File: config.mk
export PLATFORM = sky130hd
export DESIGN_NAME = http_request_head_parser
export DESIGN_NICKNAME = d
export VERILOG_FILES = /design/src/rtl/hhp_pkg.sv /design/src/rtl/hhp_cfg.sv /design/src/rtl/hhp_in_stage.sv /design/src/rtl/hhp_step.sv /design/src/rtl/http_request_head_parser.sv
export SDC_FILE = /design/constraint.sdc
export NUM_CORES = 1
export LEC_CHECK = 0
export BUFFER_PORTS_ARGS = -buffer_cell sky130_fd_sc_hd__buf_4
export CORE_MARGIN = 2
export CORE_UTILIZATION = 50
export DETAILED_ROUTE_END_ITERATION = 6
export GPL_TIMING_DRIVEN = 0
export HOLD_SLACK_MARGIN = 0.05
export PLACE_DENSITY = 0.7
export SYNTH_ARGS = -nofsm -noshare
export SYNTH_HDL_FRONTEND = slang
export SYNTH_SLANG_ARGS = --single-unit
export TNS_END_PERCENT = 10
File: constraint.sdc
create_clock -name clk -period 5.46 [get_ports clk]
set_clock_uncertainty 0.2 [all_clocks]
set_input_delay 0 -clock clk [delete_from_list [all_inputs] [get_ports clk]]
set_output_delay 0 -clock clk [all_outputs]
set_load 0.01 [all_outputs]
File: src/rtl/hhp_pkg.sv
`timescale 1ns / 1ps
`default_nettype none
// ----------------------------------------------------------------------------
// hhp_pkg: shared types and constants of the HTTP request head parser
// Parse-state codes, status and byte-class codes, character constants,
// the parser context and the per-byte result.
// ----------------------------------------------------------------------------
package hhp_pkg;

  // parse states
  localparam logic [4:0] S_REQ_START   = 5'd0;
  localparam logic [4:0] S_METHOD      = 5'd1;
  localparam logic [4:0] S_WS_URI      = 5'd2;
  localparam logic [4:0] S_URI         = 5'd3;
  localparam logic [4:0] S_WS_PROTO    = 5'd4;
  localparam logic [4:0] S_P_H         = 5'd5;
  localparam logic [4:0] S_P_HT        = 5'd6;
  localparam logic [4:0] S_P_HTT       = 5'd7;
  localparam logic [4:0] S_P_HTTP      = 5'd8;
  localparam logic [4:0] S_P_SLASH     = 5'd9;
  localparam logic [4:0] S_P_MAJOR     = 5'd10;
  localparam logic [4:0] S_P_DOT       = 5'd11;
  localparam logic [4:0] S_LINE_CR     = 5'd12;
  localparam logic [4:0] S_LINE_LF     = 5'd13;
  localparam logic [4:0] S_HDR_START   = 5'd14;
  localparam logic [4:0] S_HDR_END_LF  = 5'd15;
  localparam logic [4:0] S_HDR_NAME    = 5'd16;
  localparam logic [4:0] S_HDR_PRE_VAL = 5'd17;
  localparam logic [4:0] S_HDR_VALUE   = 5'd18;
  localparam logic [4:0] S_HDR_LINE_LF = 5'd19;
  localparam logic [4:0] S_HDR_DONE    = 5'd20;
  localparam logic [4:0] S_ERROR       = 5'd21;

  // status codes
  localparam logic [2:0] STAT_BUSY     = 3'd0;
  localparam logic [2:0] STAT_LINE     = 3'd1;
  localparam logic [2:0] STAT_HDRS     = 3'd2;
  localparam logic [2:0] STAT_ERROR    = 3'd3;
  localparam logic [2:0] STAT_IGNORED  = 3'd4;

  // byte classes
  localparam logic [2:0] CLS_DELIM     = 3'd0;
  localparam logic [2:0] CLS_METHOD    = 3'd1;
  localparam logic [2:0] CLS_URI       = 3'd2;
  localparam logic [2:0] CLS_NAME      = 3'd3;
  localparam logic [2:0] CLS_VALUE     = 3'd4;

  // method / version codes
  localparam logic [1:0] METH_GET      = 2'd1;
  localparam logic [1:0] METH_POST     = 2'd2;
  localparam logic [1:0] VER_1_0       = 2'd1;
  localparam logic [1:0] VER_1_1       = 2'd2;

  // characters
  localparam logic [7:0] CH_NUL    = 8'h00;
  localparam logic [7:0] CH_TAB    = 8'h09;
  localparam logic [7:0] CH_LF     = 8'h0A;
  localparam logic [7:0] CH_CR     = 8'h0D;
  localparam logic [7:0] CH_SP     = 8'h20;
  localparam logic [7:0] CH_DASH   = 8'h2D;
  localparam logic [7:0] CH_DOT    = 8'h2E;
  localparam logic [7:0] CH_SLASH  = 8'h2F;
  localparam logic [7:0] CH_ZERO   = 8'h30;
  localparam logic [7:0] CH_ONE    = 8'h31;
  localparam logic [7:0] CH_COLON  = 8'h3A;
  localparam logic [7:0] CH_E      = 8'h45;
  localparam logic [7:0] CH_G      = 8'h47;
  localparam logic [7:0] CH_H      = 8'h48;
  localparam logic [7:0] CH_O      = 8'h4F;
  localparam logic [7:0] CH_P      = 8'h50;
  localparam logic [7:0] CH_S      = 8'h53;
  localparam logic [7:0] CH_T      = 8'h54;
  localparam logic [7:0] CH_USCORE = 8'h5F;

  // configuration
  localparam logic        REG_MAX_FIELD_LEN   = 1'b0;
  localparam logic [15:0] MAX_FIELD_LEN_RESET = 16'd1024;

  typedef struct packed {
    logic        new_req;
    logic [7:0]  data;
  } item_t;

  // parser context; all-zero is the cleared state (S_REQ_START is zero)
  typedef struct packed {
    logic [4:0]       state;
    logic [3:0][7:0]  mchars;
    logic [2:0]       mcount;
    logic [1:0]       mseen;
    logic [1:0]       vseen;
    logic [15:0]      uri_cnt;
    logic [15:0]      name_cnt;
    logic [15:0]      value_cnt;
    logic [15:0]      trim_cnt;
  } ctx_t;

  localparam ctx_t CTX_CLEAR = '0;

  typedef struct packed {
    logic [2:0]  status;
    logic [2:0]  cls;
    logic [7:0]  data;
    logic [1:0]  method;
    logic [1:0]  version;
    logic [15:0] uri_len;
    logic        commit;
    logic [15:0] name_len;
    logic [15:0] value_len;
  } res_t;

  function automatic logic is_name_char(input logic [7:0] c);
    return c inside {[8'h61:8'h7A], [8'h41:8'h5A], [8'h30:8'h39],
                     CH_USCORE, CH_DASH, CH_DOT};
  endfunction

endpackage
`default_nettype wire

File: src/rtl/hhp_cfg.sv
`timescale 1ns / 1ps
`default_nettype none
// ----------------------------------------------------------------------------
// hhp_cfg: configuration register port
// APB-style slave holding the field length limit.
// ----------------------------------------------------------------------------
module hhp_cfg (
  input  wire logic        clk,
  input  wire logic        rst_n,
  input  wire logic        psel,
  input  wire logic        penable,
  input  wire logic        pwrite,
  input  wire logic [2:0]  paddr,
  input  wire logic [31:0] pwdata,
  output logic [31:0]      prdata,
  output logic             pready,
  output logic [15:0]      max_len_o
);

  logic [15:0] max_len_r;
  logic [15:0] max_len_nxt;
  logic        sel_max;

  assign sel_max = (paddr[2] == hhp_pkg::REG_MAX_FIELD_LEN);

  always_comb begin
    max_len_nxt = max_len_r;
    if (psel && penable && pwrite && sel_max) begin
      max_len_nxt = pwdata[15:0];
    end
  end

  always_ff @(posedge clk) begin
    if (!rst_n) begin
      max_len_r <= hhp_pkg::MAX_FIELD_LEN_RESET;
    end else begin
      max_len_r <= max_len_nxt;
    end
  end

  assign pready    = 1'b1;
  assign prdata    = sel_max ? {16'd0, max_len_r} : 32'd0;
  assign max_len_o = max_len_r;

endmodule
`default_nettype wire

File: src/rtl/hhp_in_stage.sv
`timescale 1ns / 1ps
`default_nettype none
// ----------------------------------------------------------------------------
// hhp_in_stage: input register
// Captures one byte transaction; refills in the cycle the held one moves on.
// ----------------------------------------------------------------------------
module hhp_in_stage (
  input  wire logic          clk,
  input  wire logic          rst_n,
  input  wire logic          in_valid,
  output logic               in_stall,
  input  wire hhp_pkg::item_t item_i,
  input  wire logic          take_i,
  output logic               valid_o,
  output hhp_pkg::item_t     item_o
);

  logic           valid_r;
  logic           valid_nxt;
  hhp_pkg::item_t item_r;
  logic           accept;

  assign in_stall = valid_r && !take_i;
  assign accept   = in_valid && !in_stall;

  always_comb begin
    valid_nxt = valid_r;
    if (accept) begin
      valid_nxt = 1'b1;
    end else if (take_i) begin
      valid_nxt = 1'b0;
    end
  end

  always_ff @(posedge clk) begin
    if (!rst_n) begin
      valid_r <= 1'b0;
    end else begin
      valid_r <= valid_nxt;
    end
  end

  always_ff @(posedge clk) begin
    if (accept) begin
      item_r <= item_i;
    end
  end

  assign valid_o = valid_r;
  assign item_o  = item_r;

endmodule
`default_nettype wire

File: src/rtl/hhp_step.sv
`timescale 1ns / 1ps
`default_nettype none
// ----------------------------------------------------------------------------
// hhp_step: one parse step
// Next context and result for one request byte.
// ----------------------------------------------------------------------------
module hhp_step (
  input  wire hhp_pkg::ctx_t ctx_i,
  input  wire hhp_pkg::item_t item_i,
  input  wire logic [15:0]   max_len_i,
  output hhp_pkg::ctx_t      ctx_o,
  output hhp_pkg::res_t      res_o
);

  hhp_pkg::ctx_t cur;
  hhp_pkg::ctx_t nxt;
  logic [7:0]    c;
  logic [2:0]    status;
  logic [2:0]    cls;
  logic          fail;
  logic          line_done;
  logic          commit;
  logic [15:0]   nlen;
  logic [15:0]   vlen;
  logic          blank;

  assign c     = item_i.data;
  assign blank = (c == hhp_pkg::CH_SP) || (c == hhp_pkg::CH_TAB);

  always_comb begin
    cur       = item_i.new_req ? hhp_pkg::CTX_CLEAR : ctx_i;
    nxt       = cur;
    status    = hhp_pkg::STAT_BUSY;
    cls       = hhp_pkg::CLS_DELIM;
    fail      = 1'b0;
    line_done = 1'b0;
    commit    = 1'b0;

    case (cur.state)
      hhp_pkg::S_REQ_START: begin
        if (c == hhp_pkg::CH_G || c == hhp_pkg::CH_P) begin
          nxt.mchars[0] = c;
          nxt.mcount    = 3'd1;
          cls           = hhp_pkg::CLS_METHOD;
          nxt.state     = hhp_pkg::S_METHOD;
        end else begin
          fail = 1'b1;
        end
      end
      hhp_pkg::S_METHOD: begin
        if (c == hhp_pkg::CH_SP) begin
          if (cur.mcount == 3'd3 && cur.mchars[0] == hhp_pkg::CH_G &&
              cur.mchars[1] == hhp_pkg::CH_E && cur.mchars[2] == hhp_pkg::CH_T) begin
            nxt.mseen = hhp_pkg::METH_GET;
            nxt.state = hhp_pkg::S_WS_URI;
          end else if (cur.mcount == 3'd4 && cur.mchars[0] == hhp_pkg::CH_P &&
                       cur.mchars[1] == hhp_pkg::CH_O &&
                       cur.mchars[2] == hhp_pkg::CH_S &&
                       cur.mchars[3] == hhp_pkg::CH_T) begin
            nxt.mseen = hhp_pkg::METH_POST;
            nxt.state = hhp_pkg::S_WS_URI;
          end else begin
            fail = 1'b1;
          end
        end else if (cur.mcount >= 3'd4) begin
          fail = 1'b1;
        end else begin
          nxt.mchars[cur.mcount[1:0]] = c;
          nxt.mcount = 3'(cur.mcount + 3'd1);
          cls        = hhp_pkg::CLS_METHOD;
        end
      end
      hhp_pkg::S_WS_URI: begin
        if (c == hhp_pkg::CH_SLASH) begin
          nxt.uri_cnt = 16'd1;
          cls         = hhp_pkg::CLS_URI;
          nxt.state   = hhp_pkg::S_URI;
        end else if (c != hhp_pkg::CH_SP) begin
          fail = 1'b1;
        end
      end
      hhp_pkg::S_URI: begin
        if (cur.uri_cnt >= max_len_i || c == hhp_pkg::CH_NUL) begin
          fail = 1'b1;
        end else if (c == hhp_pkg::CH_SP) begin
          nxt.state = hhp_pkg::S_WS_PROTO;
        end else begin
          nxt.uri_cnt = 16'(cur.uri_cnt + 16'd1);
          cls         = hhp_pkg::CLS_URI;
        end
      end
      hhp_pkg::S_WS_PROTO: begin
        if (c == hhp_pkg::CH_H) begin
          nxt.state = hhp_pkg::S_P_H;
        end else if (c != hhp_pkg::CH_SP) begin
          fail = 1'b1;
        end
      end
      hhp_pkg::S_P_H: begin
        if (c == hhp_pkg::CH_T) nxt.state = hhp_pkg::S_P_HT;
        else fail = 1'b1;
      end
      hhp_pkg::S_P_HT: begin
        if (c == hhp_pkg::CH_T) nxt.state = hhp_pkg::S_P_HTT;
        else fail = 1'b1;
      end
      hhp_pkg::S_P_HTT: begin
        if (c == hhp_pkg::CH_P) nxt.state = hhp_pkg::S_P_HTTP;
        else fail = 1'b1;
      end
      hhp_pkg::S_P_HTTP: begin
        if (c == hhp_pkg::CH_SLASH) nxt.state = hhp_pkg::S_P_SLASH;
        else fail = 1'b1;
      end
      hhp_pkg::S_P_SLASH: begin
        if (c == hhp_pkg::CH_ONE) nxt.state = hhp_pkg::S_P_MAJOR;
        else fail = 1'b1;
      end
      hhp_pkg::S_P_MAJOR: begin
        if (c == hhp_pkg::CH_DOT) nxt.state = hhp_pkg::S_P_DOT;
        else fail = 1'b1;
      end
      hhp_pkg::S_P_DOT: begin
        if (c == hhp_pkg::CH_ZERO) begin
          nxt.vseen = hhp_pkg::VER_1_0;
          nxt.state = hhp_pkg::S_LINE_CR;
        end else if (c == hhp_pkg::CH_ONE) begin
          nxt.vseen = hhp_pkg::VER_1_1;
          nxt.state = hhp_pkg::S_LINE_CR;
        end else begin
          fail = 1'b1;
        end
      end
      hhp_pkg::S_LINE_CR: begin
        if (c == hhp_pkg::CH_LF) begin
          status    = hhp_pkg::STAT_LINE;
          nxt.state = hhp_pkg::S_HDR_START;
        end else if (c == hhp_pkg::CH_CR) begin
          nxt.state = hhp_pkg::S_LINE_LF;
        end else begin
          fail = 1'b1;
        end
      end
      hhp_pkg::S_LINE_LF: begin
        if (c == hhp_pkg::CH_LF) begin
          status    = hhp_pkg::STAT_LINE;
          nxt.state = hhp_pkg::S_HDR_START;
        end else begin
          fail = 1'b1;
        end
      end
      hhp_pkg::S_HDR_START: begin
        if (c == hhp_pkg::CH_CR) begin
          nxt.state = hhp_pkg::S_HDR_END_LF;
        end else if (c == hhp_pkg::CH_LF) begin
          status    = hhp_pkg::STAT_HDRS;
          nxt.state = hhp_pkg::S_HDR_DONE;
        end else if (hhp_pkg::is_name_char(c) && cur.name_cnt < max_len_i) begin
          nxt.name_cnt = 16'(cur.name_cnt + 16'd1);
          cls          = hhp_pkg::CLS_NAME;
          nxt.state    = hhp_pkg::S_HDR_NAME;
        end else begin
          fail = 1'b1;
        end
      end
      hhp_pkg::S_HDR_END_LF: begin
        if (c == hhp_pkg::CH_LF) begin
          status    = hhp_pkg::STAT_HDRS;
          nxt.state = hhp_pkg::S_HDR_DONE;
        end else begin
          fail = 1'b1;
        end
      end
      hhp_pkg::S_HDR_NAME: begin
        if (hhp_pkg::is_name_char(c)) begin
          if (cur.name_cnt >= max_len_i) begin
            fail = 1'b1;
          end else begin
            nxt.name_cnt = 16'(cur.name_cnt + 16'd1);
            cls          = hhp_pkg::CLS_NAME;
          end
        end else if (c == hhp_pkg::CH_COLON) begin
          nxt.state = hhp_pkg::S_HDR_PRE_VAL;
        end else if (c == hhp_pkg::CH_CR) begin
          line_done = 1'b1;
          nxt.state = hhp_pkg::S_HDR_LINE_LF;
        end else if (c == hhp_pkg::CH_LF) begin
          line_done = 1'b1;
          nxt.state = hhp_pkg::S_HDR_START;
        end else begin
          fail = 1'b1;
        end
      end
      hhp_pkg::S_HDR_PRE_VAL, hhp_pkg::S_HDR_VALUE: begin
        if (c == hhp_pkg::CH_CR) begin
          line_done = 1'b1;
          nxt.state = hhp_pkg::S_HDR_LINE_LF;
        end else if (c == hhp_pkg::CH_LF) begin
          line_done = 1'b1;
          nxt.state = hhp_pkg::S_HDR_START;
        end else if (blank && cur.state == hhp_pkg::S_HDR_PRE_VAL) begin
          // leading blank, skipped
        end else if (cur.value_cnt >= max_len_i) begin
          fail = 1'b1;
        end else begin
          nxt.value_cnt = 16'(cur.value_cnt + 16'd1);
          if (!blank) begin
            nxt.trim_cnt = nxt.value_cnt;
          end
          cls       = hhp_pkg::CLS_VALUE;
          nxt.state = hhp_pkg::S_HDR_VALUE;
        end
      end
      hhp_pkg::S_HDR_LINE_LF: begin
        if (c == hhp_pkg::CH_LF) nxt.state = hhp_pkg::S_HDR_START;
        else fail = 1'b1;
      end
      hhp_pkg::S_HDR_DONE: begin
        status = hhp_pkg::STAT_IGNORED;
      end
      default: begin
        // error state and unused codes
        fail = 1'b1;
      end
    endcase

    if (fail) begin
      nxt       = cur;
      nxt.state = hhp_pkg::S_ERROR;
      status    = hhp_pkg::STAT_ERROR;
      cls       = hhp_pkg::CLS_DELIM;
      line_done = 1'b0;
    end

    nlen = nxt.name_cnt;
    vlen = nxt.trim_cnt;
    if (line_done) begin
      commit        = (nxt.name_cnt != 16'd0);
      nxt.name_cnt  = 16'd0;
      nxt.value_cnt = 16'd0;
      nxt.trim_cnt  = 16'd0;
    end
  end

  assign ctx_o           = nxt;
  assign res_o.status    = status;
  assign res_o.cls       = cls;
  assign res_o.data      = c;
  assign res_o.method    = nxt.mseen;
  assign res_o.version   = nxt.vseen;
  assign res_o.uri_len   = nxt.uri_cnt;
  assign res_o.commit    = commit;
  assign res_o.name_len  = nlen;
  assign res_o.value_len = vlen;

endmodule
`default_nettype wire

File: src/rtl/http_request_head_parser.sv
`timescale 1ns / 1ps
`default_nettype none
// An accepted input transaction is held in the input register and moves on to
// the result register (out_valid) once that register is free or being emptied.
// Throughput: 1 byte per cycle while the output is not stalled; the parser
// context register closes its loop through one step of logic for each byte.
// Reset (rst_n low, synchronous): pipeline empty, parser at request start,
// max_field_length back to 1024.
// ----------------------------------------------------------------------------
// http_request_head_parser: byte-serial HTTP request head parser
// Input register -> parse step -> result register, with the parser context
// held in registers that advance together with the result register.
// ----------------------------------------------------------------------------
module http_request_head_parser (
  input  wire logic        clk,
  input  wire logic        rst_n,
  // request byte stream
  input  wire logic        in_valid,
  output logic             in_stall,
  input  wire logic [7:0]  in_byte,
  input  wire logic        in_new_request,
  // per-byte result
  output logic             out_valid,
  input  wire logic        out_stall,
  output logic [2:0]       out_status,
  output logic [2:0]       out_byte_class,
  output logic [7:0]       out_byte,
  output logic [1:0]       out_method_code,
  output logic [1:0]       out_version_code,
  output logic [15:0]      out_uri_length,
  output logic             out_header_commit,
  output logic [15:0]      out_name_length,
  output logic [15:0]      out_value_length,
  // configuration
  input  wire logic        psel,
  input  wire logic        penable,
  input  wire logic        pwrite,
  input  wire logic [2:0]  paddr,
  input  wire logic [31:0] pwdata,
  output logic [31:0]      prdata,
  output logic             pready
);

  hhp_pkg::item_t in_item;
  hhp_pkg::item_t s1_item;
  logic           s1_valid;
  logic           advance;

  hhp_pkg::ctx_t  ctx_r;
  hhp_pkg::ctx_t  ctx_nxt;
  hhp_pkg::ctx_t  step_ctx;
  hhp_pkg::res_t  step_res;
  hhp_pkg::res_t  res_r;
  logic           out_valid_r;
  logic           out_valid_nxt;
  logic [15:0]    max_len;

  // field length limit register
  hhp_cfg u_cfg (
    .clk       (clk),
    .rst_n     (rst_n),
    .psel      (psel),
    .penable   (penable),
    .pwrite    (pwrite),
    .paddr     (paddr),
    .pwdata    (pwdata),
    .prdata    (prdata),
    .pready    (pready),
    .max_len_o (max_len)
  );

  // The held byte moves on whenever the result register is free or is
  // being emptied this cycle; the input register refills in the same edge.
  assign advance = s1_valid && (!out_valid_r || !out_stall);

  assign in_item.new_req = in_new_request;
  assign in_item.data    = in_byte;

  hhp_in_stage u_in (
    .clk      (clk),
    .rst_n    (rst_n),
    .in_valid (in_valid),
    .in_stall (in_stall),
    .item_i   (in_item),
    .take_i   (advance),
    .valid_o  (s1_valid),
    .item_o   (s1_item)
  );

  // single-byte parse step (new_request clear is folded in)
  hhp_step u_step (
    .ctx_i     (ctx_r),
    .item_i    (s1_item),
    .max_len_i (max_len),
    .ctx_o     (step_ctx),
    .res_o     (step_res)
  );

  always_comb begin
    ctx_nxt       = ctx_r;
    out_valid_nxt = out_valid_r;
    if (advance) begin
      ctx_nxt       = step_ctx;
      out_valid_nxt = 1'b1;
    end else if (!out_stall) begin
      out_valid_nxt = 1'b0;
    end
  end

  always_ff @(posedge clk) begin
    if (!rst_n) begin
      ctx_r       <= hhp_pkg::CTX_CLEAR;
      out_valid_r <= 1'b0;
    end else begin
      ctx_r       <= ctx_nxt;
      out_valid_r <= out_valid_nxt;
    end
  end

  // result payload: loaded only when a new transaction lands
  always_ff @(posedge clk) begin
    if (advance) begin
      res_r <= step_res;
    end
  end

  assign out_valid         = out_valid_r;
  assign out_status        = res_r.status;
  assign out_byte_class    = res_r.cls;
  assign out_byte          = res_r.data;
  assign out_method_code   = res_r.method;
  assign out_version_code  = res_r.version;
  assign out_uri_length    = res_r.uri_len;
  assign out_header_commit = res_r.commit;
  assign out_name_length   = res_r.name_len;
  assign out_value_length  = res_r.value_len;

endmodule
`default_nettype wire
==> out/results.ini <==
[status]
outcome = completed

[critical_path]
crit_required_ns = 5.53
crit_buf_inv = 6
start_kind = register
cpMaxStageDelayCell = edfxtp_1
crit_family = buffers and inverters
crit_path_frequent_cell = buf_4
arrival_ns = 5.46
crit_type = reg2reg
slowest_delay_ns = 0.50
crit_fanout = 19
endpoint_kind = register
path_cells = buf_4, buf_4, buf_8, buf_4, buf_4, buf_4, nor2b_1, ha_1, a21o_1, a21o_1, a221oi_2, o221ai_2, a2111oi_4, o311a_2, nor3b_4, mux2_1

[pwr]
p_per_area_nw_per_um2 = 240.7
max-vdd-ir-drop_mv = 0.1983
p_leak_nw = 5.614

[drt]
drc = 0
wire_per_inst_um = 21.54
drt-vias-per-instance = 6.128
first_pass_iters = 6
wirelength_um = 41590
drtAntennaViolNets = 0
vias = 11830
drt-initial-drc-count = 1214

[logic_synthesis]
async_flop_share_pct = 0
synth-seq-cells = 202
synth_compound_area_share_pct = 20.43
synth-simple-area-share_pct = 25.72
seq_area_frac_synth_pct = 39.62
ys.flop_type = dfxtp_1
synthMuxAreaShare_pct = 0.7636
synth.distinct_cells = 108
synthCells = 1387
yosysTopAreaCellShare_pct = 20.80
synthAdderAreaFrac_pct = 5.861
yosys-top-cells-area = dfxtp_1 (21%), edfxtp_1 (19%), ha_1 (5.8%)
syn_area_um2 = 12130
synth_top_family_by_area = simple AND/OR/NAND/NOR gates
synth_xor_area_share_pct = 1.661
synth_edf_count = 76
synth.avg_cell_area_um2 = 8.742
ys.warnings.count = 0
yosys.area.top_type = dfxtp_1

[cts]
cts_tree = done
cts_max_path_buffers = 3
cts_buffers = 23
clkLatencyLatePin_ns = 0.53
cts_root_buf = clkbuf_16
clock_sinks = 202
htreeDepth = 1
clk_pin_slew_ns = 0.07

[layout]
syn_to_final_growth_pct = 21.91
layout.nets = 1702
drive_gt1_share_pct = 15.88
antenna-diode-count = 0
fin_util_pct = 62.60
design_area_um2 = 14780
fill_cells = 2069

[die]
die_w_um = 159.7
rows = 56
num_io_pins = 153
dieArea_um2 = 25510
coreArea_um2 = 23610
die_h_um = 159.7
initial_utilization_pct = 51.35

[sta]
fin_crit_ns = 5.390
relSlewSlack_pct = 35.95
max_freq_mhz = 185.5
hold_viol = 0
max_slew.worst_pin.slew_ns = 0.9607
timing.final.ws_setup_ns = 0.06958
fin_tns_setup_ns = 0
fin_hold_ws_ns = 0.08442
rsz0062_at_grt = false
setup_viol = 0
period_share_pct = 98.73
slew_violations = 0

[placement]
hpwlAfterDp_um = 30210
numPortBuffers = 115
gp_congestion = 1.011
dp_slack_ns = -1.798
post_dp_cell_area_um2 = 13470

[global_route]
grt_pass1_wl_um = 64030
grt_max_degree = 45
grt_pass1_vias = 11270
antenna_found_initial = 0
track_usage_pct = 31.95
grt_overflow = 0

[job]
cap_violations = 0

[worst_hold_path]
hold_class = in2reg

-- state kept, by name (all words and copies together) (netlist names), 3 cells and up --
name	count
out_value_length	16
out_byte	8
u_in.item_o	9
out_byte_class	3
u_cfg.max_len_o	16
ctx_r	108
out_name_length	16
out_uri_length	16
out_status	3
-- cells in the final DEF (no fill, tap or decap), drive strengths merged, types with 18 or more instances in the layout --
cell / n
a21oi: 91
a22oi: 50
and3: 18
buf: 170
clkbuf: 91
dfxtp: 126
dlygate4sd3: 51
edfxtp: 76
ha: 56
inv: 41
nand2: 138
nand3: 41
nand4: 32
nor2: 139
nor2b: 59
nor3: 38
o21ai: 67
-- metrics by stage --
step	total power [mW]	instances
2_1_floorplan	1.873	1402
3_3_place_gp	2.033	1836
3_5_place_dp	2.035	1837
4_1_cts	3.559	1930
5_1_grt	3.657	1931
6_report	3.559	1931
-- worst register-to-register path, delay by kind of cell, from the launching register on --
family	cells	cell delay, ns
flops	1	0.50
fa+ha+maj	1	0.30
buf+inv	6	1.69
simple gates	2	0.43
mux	1	0.38
compound gates	6	1.64
-- area by class of cell --
cell class                 instances  area [µm²]  area share (%)
multi-input combinational       1046        6700           45.33
sequential                       202        4805           32.50
inverter                          43       162.7           1.100
timing repair buffer             169        1409           9.531
tap                              319       399.1           2.700
buffer                           110       578.1           3.911
clock buffer                      33       654.4           4.427
clock inverter                     9       73.82          0.4994
-- repair_timing --
item | 4_1_cts | 5_1_grt
hold buffers | 51 | 0
endpoints found under the hold margin | 48 | 0
buffers inserted | 1 | 1
endpoints found under the setup margin | 132 | 29
pin swaps | 1 | 0
resized for setup | 14 | 6
-- layer usage --
| layer | up-vias | part of all wire (%) | global-route usage (%) |
|---|---|---|---|
| li1 | 5473 | - | - |
| met1 | 5604 | 41 | 43.06 |
| met2 | 637 | 45 | 50.77 |
| met3 | 120 | 8.9 | 5.117 |
| met4 | 0 | 4.3 | 14.17 |
| met5 | - | 0 | 0 |
-- power by group --
group          internal, mW  switching, mW
clock network         0.880          0.634
registers              1.60         0.0193
logic                 0.155          0.267
total                  2.64          0.921
-- synth_stat cells (7+ instances only) --
cell type  instances
a21oi_1           90
a31oi_1           16
nor2b_1           59
a22oi_1           50
o32ai_1            8
or2_2              8
and4_1             7
mux2i_1            7
and3_1            18
nor3_1            35
a22o_1            14
inv_1             40
nand3_1           40
xor2_1            13
nor2_1           139
dfxtp_1          126
nand2_1          137
buf_4             25
o31ai_1            8
o211ai_1           8
buf_2             19
a31o_2             7
a21o_1            14
ha_1              56
a211oi_1           8
clkbuf_1          58
and2_1            14
nor4_1             8
nand4_1           32
nand2b_1          14
nor4bb_1           7
edfxtp_1          76
xnor2_1           10
o21ai_0           64
or3_1             13
-- kinds of logic after synthesis --
logic type | after synthesis
flip-flops | 202
adder cells (fa/ha/maj) | 57
buffers and inverters | 154
XOR/XNOR | 23
AO/OA/AOI/OAI | 357
other | 2
AND/OR/NAND/NOR | 583
multiplexers | 9
-- path summary, 6_finish.rpt --
check	from	endpoint	slack [ns]	cells past startpoint
worst max-delay path	u_in.item_o[8]$_DFFE_PP_	out_version_code[1]$_DFFE_PP_	0.07	16
worst min-delay path	out_stall	out_valid$_SDFFE_PN0P_	0.08	4
worst max register to register	u_in.item_o[8]$_DFFE_PP_	out_version_code[1]$_DFFE_PP_	0.07	16
worst min register to register	ctx_r[77]$_SDFFE_PN0P_	ctx_r[77]$_SDFFE_PN0P_	0.24	2
Note: power is estimated with default switching activity, not from simulation.
